<file path="src/design/ps2mt_pkg.sv">
// Shared types and constants for the PS/2 mouse cursor tracker.
package ps2mt_pkg;

  localparam int CFG_W      = 13;
  localparam int BYTE_W     = 8;
  localparam int DELTA_W    = 9;
  localparam int BTN_W      = 3;

  localparam int WIDTH_RST  = 640;
  localparam int HEIGHT_RST = 480;

  // header byte fields
  localparam logic [7:0] HDR_SYNC  = 8'h08;
  localparam logic [7:0] HDR_OVF   = 8'hC0;
  localparam logic [7:0] HDR_XSIGN = 8'h10;
  localparam logic [7:0] HDR_YSIGN = 8'h20;
  localparam logic [7:0] HDR_BTN   = 8'h07;

  typedef enum logic [1:0] {
    PH_HEAD  = 2'd0,
    PH_XMOVE = 2'd1,
    PH_YMOVE = 2'd2
  } phase_t;

  typedef enum logic [0:0] {
    REG_WIDTH  = 1'b0,
    REG_HEIGHT = 1'b1
  } cfg_reg_t;

  typedef struct packed {
    logic                      valid;
    logic [BTN_W-1:0]          buttons;
    logic signed [DELTA_W-1:0] dx;
    logic signed [DELTA_W-1:0] dy;
  } pkt_t;

endpackage

</file>
<file path="src/design/ps2mt_decode.sv">
// Byte framer: phase tracking, header sync and packet assembly.
module ps2mt_decode (
  input  logic                    clk,
  input  logic                    rst_n,
  input  logic                    step,
  input  logic [7:0]              data,
  output ps2mt_pkg::pkt_t         pkt
);
  import ps2mt_pkg::*;

  phase_t     phase_r, phase_nxt;
  logic [7:0] header_r, header_nxt;
  logic [7:0] xmove_r, xmove_nxt;

  // next state
  always_comb begin
    phase_nxt  = phase_r;
    header_nxt = header_r;
    xmove_nxt  = xmove_r;
    unique case (phase_r)
      PH_XMOVE: begin
        xmove_nxt = data;
        phase_nxt = PH_YMOVE;
      end
      PH_YMOVE: begin
        phase_nxt = PH_HEAD;
      end
      default: begin
        // resync: only a byte with the always-one bit can open a packet
        if ((data & HDR_SYNC) != 8'h00) begin
          header_nxt = data;
          phase_nxt  = PH_XMOVE;
        end else begin
          phase_nxt  = PH_HEAD;
        end
      end
    endcase
  end

  // outputs
  always_comb begin
    pkt.valid   = (phase_r == PH_YMOVE) && ((header_r & HDR_OVF) == 8'h00);
    pkt.buttons = BTN_W'(header_r & HDR_BTN);
    pkt.dx      = {((header_r & HDR_XSIGN) != 8'h00), xmove_r};
    pkt.dy      = {((header_r & HDR_YSIGN) != 8'h00), data};
  end

  always_ff @(posedge clk) begin
    if (!rst_n) begin
      phase_r <= PH_HEAD;
    end else if (step) begin
      phase_r <= phase_nxt;
    end
  end

  always_ff @(posedge clk) begin
    if (step) begin
      header_r <= header_nxt;
      xmove_r  <= xmove_nxt;
    end
  end

endmodule

</file>
<file path="src/design/ps2mt_cursor.sv">
// Cursor position registers with per-axis clamp to the screen size.
module ps2mt_cursor #(
  parameter int COORD_BITS = 12
) (
  input  logic                         clk,
  input  logic                         rst_n,
  input  logic                         step,
  input  ps2mt_pkg::pkt_t              pkt,
  input  logic [ps2mt_pkg::CFG_W-1:0]  width,
  input  logic [ps2mt_pkg::CFG_W-1:0]  height,
  output logic [COORD_BITS-1:0]        new_x,
  output logic [COORD_BITS-1:0]        new_y
);
  import ps2mt_pkg::*;

  localparam int CB      = COORD_BITS;
  localparam int SW      = (CB + 1 > CFG_W) ? CB + 1 : CFG_W;
  localparam int LIMIT_I = 1 << CB;
  localparam int RST_X   = ((WIDTH_RST > LIMIT_I) ? LIMIT_I : WIDTH_RST) / 2;
  localparam int RST_Y   = ((HEIGHT_RST > LIMIT_I) ? LIMIT_I : HEIGHT_RST) / 2;
  localparam logic [SW-1:0] LIMIT = SW'(1) << CB;

  logic [CB-1:0]        pos_x_r, pos_y_r;
  logic [SW-1:0]        top_x, top_y;
  logic signed [CB+1:0] sum_x, sum_y;

  function automatic logic [SW-1:0] size_top(logic [CFG_W-1:0] r);
    logic [SW-1:0] s;
    s = SW'(r);
    if (s == '0) begin
      s = SW'(1);
    end else if (s > LIMIT) begin
      s = LIMIT;
    end
    return s - SW'(1);
  endfunction

  function automatic logic [CB-1:0] clamp(logic signed [CB+1:0] v, logic [SW-1:0] top);
    logic [CB-1:0] r;
    if (v[CB+1]) begin
      r = '0;
    end else if (SW'(v[CB:0]) > top) begin
      r = top[CB-1:0];
    end else begin
      r = v[CB-1:0];
    end
    return r;
  endfunction

  assign top_x = size_top(width);
  assign top_y = size_top(height);

  // Y is subtracted: mouse Y grows upward, screen Y downward
  assign sum_x = $signed({2'b00, pos_x_r}) + (CB+2)'(pkt.dx);
  assign sum_y = $signed({2'b00, pos_y_r}) - (CB+2)'(pkt.dy);

  assign new_x = clamp(sum_x, top_x);
  assign new_y = clamp(sum_y, top_y);

  always_ff @(posedge clk) begin
    if (!rst_n) begin
      pos_x_r <= CB'(RST_X);
      pos_y_r <= CB'(RST_Y);
    end else if (step && pkt.valid) begin
      pos_x_r <= new_x;
      pos_y_r <= new_y;
    end
  end

endmodule

</file>
<file path="src/design/ps2_mouse_packet_cursor_tracker.sv">
// Top level: PS/2 mouse packet decoder driving a clamped cursor.
//
//   channel | dir | payload                                    | handshake
//   in_     | in  | data_byte                                  | tvalid/tready
//   out_    | out | cursor_x, cursor_y, buttons, delta_x, _y   | tvalid/tready
//   cfg_    | in  | index 0 screen_width, 1 screen_height      | valid/ready
//
// One byte per cycle unless the result register stalls: a byte is held in the input
// register, and the framer and cursor adder/clamp load the result register from it.
// A result beat is registered once its last byte leaves the input register.
// Reset (rst_n low, synchronous) centers the cursor on 640x480 and waits
// for a header byte. A stalled result register stops the input register,
// which drops in_tready only once both hold a beat.
module ps2_mouse_packet_cursor_tracker #(
  parameter int COORD_BITS = 12
) (
  input  logic                                clk,
  input  logic                                rst_n,
  input  logic                                in_tvalid,
  output logic                                in_tready,
  input  logic [7:0]                          in_tdata,   // [7:0] data_byte
  output logic                                out_tvalid,
  input  logic                                out_tready,
  // cursor_x, cursor_y, button_bits, delta_x, delta_y from bit 0 up, zero pad
  output logic [((2*COORD_BITS+21+7)/8)*8-1:0] out_tdata,
  input  logic                                cfg_valid,
  output logic                                cfg_ready,
  input  logic [0:0]                          cfg_index,
  input  logic [ps2mt_pkg::CFG_W-1:0]         cfg_data
);
  import ps2mt_pkg::*;

  localparam int CB    = COORD_BITS;
  localparam int PAY_W = 2*CB + BTN_W + 2*DELTA_W;
  localparam int OUT_W = ((PAY_W + 7) / 8) * 8;

  logic             s1_valid_r;
  logic [7:0]       s1_data_r;
  logic             adv;
  logic [CFG_W-1:0] width_r, height_r;
  pkt_t             pkt;
  logic [CB-1:0]    new_x, new_y;
  logic             out_valid_r;
  logic [PAY_W-1:0] out_pay_r;

  assign adv       = s1_valid_r && (!out_valid_r || out_tready);
  assign in_tready = !s1_valid_r || adv;
  assign cfg_ready = 1'b1;

  always_ff @(posedge clk) begin
    if (!rst_n) begin
      width_r  <= CFG_W'(WIDTH_RST);
      height_r <= CFG_W'(HEIGHT_RST);
    end else if (cfg_valid) begin
      unique case (cfg_reg_t'(cfg_index))
        REG_WIDTH:  width_r  <= cfg_data;
        REG_HEIGHT: height_r <= cfg_data;
        default:    ;
      endcase
    end
  end

  always_ff @(posedge clk) begin
    if (!rst_n) begin
      s1_valid_r <= 1'b0;
    end else if (in_tready) begin
      s1_valid_r <= in_tvalid;
    end
  end

  always_ff @(posedge clk) begin
    if (in_tready && in_tvalid) begin
      s1_data_r <= in_tdata;
    end
  end

  ps2mt_decode u_decode (
    .clk   (clk),
    .rst_n (rst_n),
    .step  (adv),
    .data  (s1_data_r),
    .pkt   (pkt)
  );

  ps2mt_cursor #(
    .COORD_BITS (CB)
  ) u_cursor (
    .clk    (clk),
    .rst_n  (rst_n),
    .step   (adv),
    .pkt    (pkt),
    .width  (width_r),
    .height (height_r),
    .new_x  (new_x),
    .new_y  (new_y)
  );

  always_ff @(posedge clk) begin
    if (!rst_n) begin
      out_valid_r <= 1'b0;
    end else if (adv) begin
      out_valid_r <= pkt.valid;
    end else if (out_tready) begin
      out_valid_r <= 1'b0;
    end
  end

  always_ff @(posedge clk) begin
    if (adv && pkt.valid) begin
      out_pay_r <= {pkt.dy, pkt.dx, pkt.buttons, new_y, new_x};
    end
  end

  assign out_tvalid = out_valid_r;
  assign out_tdata  = OUT_W'(out_pay_r);

  a_rst_empty: assert property (@(posedge clk) disable iff (!rst_n)
    $past(!rst_n) |-> !out_tvalid)
    else $error("result beat present right after reset");

  a_rise_src: assert property (@(posedge clk) disable iff (!rst_n)
    $rose(out_tvalid) |-> $past(s1_valid_r))
    else $error("result beat without a byte in the input register");

  a_stall_bp: assert property (@(posedge clk) disable iff (!rst_n)
    (s1_valid_r && out_tvalid && !out_tready) |-> !in_tready)
    else $error("byte accepted while both registers are held");

endmodule

</file>
<file path="config.mk">
export PLATFORM = sky130hd
export DESIGN_NAME = ps2_mouse_packet_cursor_tracker
export DESIGN_NICKNAME = d
export VERILOG_FILES = /design/src/design/ps2mt_pkg.sv /design/src/design/ps2mt_decode.sv /design/src/design/ps2mt_cursor.sv /design/src/design/ps2_mouse_packet_cursor_tracker.sv
export SDC_FILE = /design/constraint.sdc
export NUM_CORES = 1
export LEC_CHECK = 0
export BUFFER_PORTS_ARGS = -buffer_cell sky130_fd_sc_hd__buf_4
export CORE_UTILIZATION = 50
export CTS_CLUSTER_DIAMETER = 120
export CTS_CLUSTER_SIZE = 25
export DETAILED_ROUTE_END_ITERATION = 12
export PLACE_DENSITY = 0.69
export SYNTH_ARGS = -nofsm -noshare
export SYNTH_HDL_FRONTEND = slang
export SYNTH_SLANG_ARGS = --single-unit
</file>
<file path="constraint.sdc">
create_clock -name clk -period 4.6 [get_ports clk]
set_clock_uncertainty 0.1 [all_clocks]
set_input_delay 0.23 -clock clk [delete_from_list [all_inputs] [get_ports clk]]
set_output_delay 0.23 -clock clk [all_outputs]
set_load 0.01 [all_outputs]
</file>
* Yosys cells after proc, flatten, opt, wreduce, memory -nomap -nowiden
Cells that the tools add are included.
Word-level totals: output and inout bits 51, input bits 27, logic and storage cells 52, flip-flop bits (word level) 122
Operators by class: bitwise gates (word level) 2, magnitude comparators 4, add/sub/neg operators 4, equal/unequal tests 2, reductions and logical operators 17, multiplexer cells 12
Operators by type and width (number):
- two-way mux 13 bit | 4
- two-way mux 12 bit | 4
- greater-than comparator 13 bit | 2
- greater-than comparator 13 bit, second input constant | 2
- logical NOT 13 bit | 2
- subtractor 13 x 1 -> 13 bit, second input constant | 2
- adder 13 x 9 -> 14 bit | 1
- subtractor 13 x 9 -> 14 bit | 1
- logical NOT 8 bit | 1
- AND reduction 2 bit | 3
- logical AND 1 bit | 4
- one-hot mux 2 bit (2 select lines) | 1
- two-way mux 1 bit | 3
- AND reduction 3 bit | 1
- equality test 2 x 1 -> 1 bit, second input constant | 1
- equality test 2 bit, second input constant | 1
- logical NOT 1 bit | 2
- logical OR 1 bit | 2
- inverter 1 bit | 2
- nonzero test 2 bit | 1
- OR reduction 2 bit | 1

* Depth between registers and ports, before layout
depth after elaboration 7, depth in mapped cells 18, gate-level depth less buffers 17

* Hierarchy
From an unflattened synthesis, not the netlist that was laid out.
Unflattened totals: cell total of the unflattened synthesis 702, area, all modules 7138.1 um^2
Modules (own cells, without submodules):
- ps2mt_cursor | area an instance 3671.0 um^2, seq. area each 480.5 um^2, times used 1, cells an instance 478
- ps2_mouse_packet_cursor_tracker | area an instance 2782.7 um^2, seq. area each 2152.1 um^2, times used 1, cells an instance 182
- ps2mt_decode | area an instance 684.4 um^2, seq. area each 490.5 um^2, times used 1, cells an instance 42

* Worst setup path before layout
No wires, ideal clock.
path kind register -> register, start point reg u_decode.xmove_r[0], end point reg out_pay_r[0] (data pin), cell stages (with the launch flop) 15, buffers on the path 1, setup time 0.266 ns, period minus slack after synthesis 4.164 ns, required time 4.234 ns, path slack 0.436 ns, data arrival time 3.798 ns, path through edfxtp_1 ha_1 fa_1 a21o_1 a2111o_1 and4_4 or4_1 ha_1 nand4_1 nor2_1 o211ai_1 a21oi_1 buf_2 mux2i_1 nor2_1
On the way: longest elaborated chain between the ends 4
RTL lines:
- start, declared | RTL line ps2mt_decode.sv:13 | logic [7:0] xmove_r, xmove_nxt;
- start signal, assigned | RTL line ps2mt_decode.sv:59 | xmove_r <= xmove_nxt;
- adder 13 x 9 -> 14 bit * | RTL line ps2mt_cursor.sv:54 | assign sum_x = $signed({2'b00, pos_x_r}) + (CB+2)'(pkt.dx);
- greater-than comparator 13 bit | RTL line ps2mt_cursor.sv:42 | end else if (SW'(v[CB:0]) > top) begin
- two-way mux 12 bit | RTL line ps2mt_cursor.sv:42
- two-way mux 12 bit * | RTL line ps2mt_cursor.sv:40 | if (v[CB+1]) begin
- named net new_x[0] | RTL line ps2_mouse_packet_cursor_tracker.sv:42 | logic [CB-1:0] new_x, new_y;
- end signal, assigned | RTL line ps2_mouse_packet_cursor_tracker.sv:110 | out_pay_r <= {pkt.dy, pkt.dx, pkt.buttons, new_y, new_x};
- end, declared | RTL line ps2_mouse_packet_cursor_tracker.sv:44 | logic [PAY_W-1:0] out_pay_r;
The timed path passes the listed nets; every way through them passes the cells marked *. A chain may end at the register's enable or synchronous reset.

* Final worst setup path
start point reg u_decode.xmove_r[0], end point reg out_pay_r[6] (data pin)
Same word-level chain as after synthesis.

==> results.py <==
metrics = {
    "job": {
        "drv_cap": 0,
    },
    "power_and_ir_drop": {
        "power_density_nw_per_um2": 345,
        "vdd_drop_max_uv": 269,
        "p_leak_nw": 3.62,
    },
    "critical_path": {
        "critPathSlowestCell": "or4_1",
        "critical_path_class": "reg -> reg",
        "crit_family": "simple AND/OR/NAND/NOR gates",
        "start_kind": "register",
        "critPathMaxFanout": 6,
        "worst-path-buf-inv": 1,
        "crit_chain": "ha_1, fa_1, a21o_1, a2111o_1, and4_4, or4_1, ha_1, nand4_1, nor2_1, o211ai_1, a21oi_2, buf_4, mux2i_2, nor2_1",
        "crit_arrival_ns": 4.47,
        "endpoint_kind": "register",
        "cp_slowest_stage_delay_ns": 0.56,
        "cp.required_ns": 4.65,
    },
    "die": {
        "std_cell_rows": 42,
        "die_y_um": 120,
        "design.core.area_um2": 13400,
        "ios": 78,
        "die_area_um2": 14400,
        "die_w_um": 120,
        "start_util_pct": 51.9,
    },
    "layout": {
        "nNetsFinal": 937,
        "post-route-util_pct": 64.7,
        "final_cell_mix": "nand2_1, buf_4, edfxtp_1",
        "layout_commonest_cell": "nand2_1",
        "n_antenna_cell": 0,
        "layout-drive-gt1-share_pct": 16.1,
        "multi_input_area_um2": 3620,
        "fin_cells": 1041,
        "register_area_um2": 3120,
        "nFillCells": 1097,
        "area_delta_synth_final_pct": 24.6,
    },
    "drt": {
        "via_count": 5987,
        "top_layer": "met4",
        "ant_nets": 0,
        "dr.first_iter.drc_count": 458,
        "wl_met3_um": 968,
        "wl_per_cell_um": 17.6,
        "drt-pass1-iter-count": 5,
        "met2RoutedLength_um": 8770,
        "vias_per_cell": 5.75,
        "drcViolationCount": 0,
        "wl_um": 18300,
        "wl_met1_um": 8310,
    },
    "yosys": {
        "ys_ff_latch": 122,
        "yosys-top-cells-area": "edfxtp_1, dfxtp_1, ha_1",
        "async_flop_share_pct": 0,
        "yosys_warnings": 0,
        "synthDistinctLibCells": 67,
        "yosysTopAreaCell": "edfxtp_1",
        "syn_area_per_cell_um2": 9.47,
        "synth-main-ff-cell": "edfxtp_1",
        "synthCells": 734,
        "syn_area_um2": 6950,
        "ys_seq_area_share_pct": 44.9,
        "synth_edf_count": 68,
        "yosysTopAreaCellShare_pct": 29.4,
    },
    "global_routing": {
        "grt_pass1_wl_um": 28600,
        "grt_usage_pct": 26.0,
        "first_global_vias": 5714,
        "grt-ovfl-total": 0,
        "grt_max_degree": 46,
        "antenna_found_initial": 0,
    },
    "timing": {
        "rsz0062_at_grt": "no",
        "fin_crit_ns": 4.43,
        "tns_ns": 0,
        "period_share_pct": 96.2,
        "clock.fmax_mhz": 226,
        "finalWorstSetupSlack_ns": 0.174,
        "max_slew_margin_pct": 24.0,
        "tightest_slew_ns": 1.13,
        "hold_viol": 0,
        "setup_viol": 0,
        "drv_slew": 0,
    },
    "clock_network": {
        "clk_latency_ns": 0.43,
        "root_buffer": "clkbuf_16",
        "cts_tree": "built",
        "cts.clk_slew.worst_paths_ns": 0.06,
        "clock_path_buffers": 2,
        "h-tree-depth": 4,
        "cts_inserted_buffers": 17,
        "clock_sinks": 122,
    },
    "outcome": {
        "status": "finished, final reports clean",
    },
    "placed_design": {
        "globalplace.congestion": 0.961,
        "dp_hpwl_um": 13400,
        "placedCellCount": 980,
        "port_buffers": 73,
        "pre_cts_slack_ns": 0.103,
    },
    "min_path": {
        "hold_class": "in -> reg",
    },
}
## sequential cells by signal (all words and copies together), names as in the netlist
name and count:
width_r 13, u_cursor.pos_x_r 12, out_pay_r 45, height_r 13
s1_data_r 8, u_cursor.pos_y_r 12, u_decode.header_r 7, out_tvalid 1
s1_valid_r 1, u_decode.xmove_r 8, u_decode.phase_r 2
## per-layer routing
layer	GRT usage [%]	up-vias
li1	-	2921
met1	34.4	2849
met2	42.7	194
met3	5.80	23
met4	7.27	0
met5	0	-
## repair_timing
item	CTS	global route
endpoints found under the hold margin	38	0
setup endpoints to repair	0	42
hold buffers	27	0
gates resized for setup	0	12
buffers inserted	0	1
## area by class of cell
type / instances / area share, %
timing repair buffer: 117 / 10.9
sequential: 122 / 36.0
tap: 176 / 2.54
clock inverter: 14 / 1.69
multi-input combinational: 546 / 41.8
clock buffer: 18 / 4.95
inverter: 48 / 2.08
## worst paths after layout
check                                       from                       to  slack [ns]  depth (start not counted)
hold / removal                        out_tready  s1_valid_r$_SDFFE_PN0N_        0.06                          4
setup reg to reg   u_decode.xmove_r[0]$_DFFE_PP_   out_pay_r[6]$_DFFE_PP_        0.17                         14
hold reg to reg   u_decode.header_r[2]$_DFFE_PP_  out_pay_r[26]$_DFFE_PP_        0.32                          0
setup / recovery   u_decode.xmove_r[0]$_DFFE_PP_   out_pay_r[6]$_DFFE_PP_        0.17                         14
## report_power, final
group | switching [mW] | internal [mW] | total (mW)
clock network | 0.512 | 0.798 | 1.31
logic | 0.273 | 0.201 | 0.474
registers | 0.0264 | 1.18 | 1.21
total | 0.812 | 2.18 | 2.99
## kinds of logic after synthesis
family,Yosys count,share of synthesized area [%]
DFF,122,44.9
other,2,0.108
adders and majority gates,58,10.7
xor gates and xnor gates,20,2.52
muxes,22,3.22
buffers and inverters,69,4.03
and+or+nand+nor,266,18.3
AOI/OAI and AO/OA,175,16.3
## worst register-to-register path, delay by kind of cell (launching register included)
kind / cells / cell delay [ns]
buf+inv: 1 / 0.20
mux: 1 / 0.30
compound gates: 4 / 1.00
fa+ha+maj: 3 / 1.02
flops: 1 / 0.38
simple gates: 5 / 1.16
## Yosys cell counts, types with 8 or more instances
master	number
nor2_1	61
and2_1	9
nand3_1	19
o21ai_1	15
a211oi_1	14
edfxtp_1	68
xnor2_1	13
o21a_1	10
nor3_1	16
o21ai_0	21
nand2_1	98
o211ai_1	8
mux2i_1	19
clkbuf_1	12
or3_1	10
dfxtp_1	54
inv_1	47
ha_1	56
a21oi_1	55
## per-stage QoR
step / power [mW] / hold WS, ns / area, µm²
after global routing: 3.10 / 0.0745 / 8670
after floorplan: 1.53 / 0.208 / 6960
after global placement: 1.65 / 0.307 / 7750
after CTS: 2.98 / 0.0506 / 8590
after detailed placement: 1.66 / 0.305 / 7750
final: 2.99 / 0.0614 / 8670
Note: power is estimated with default switching activity, not from simulation.
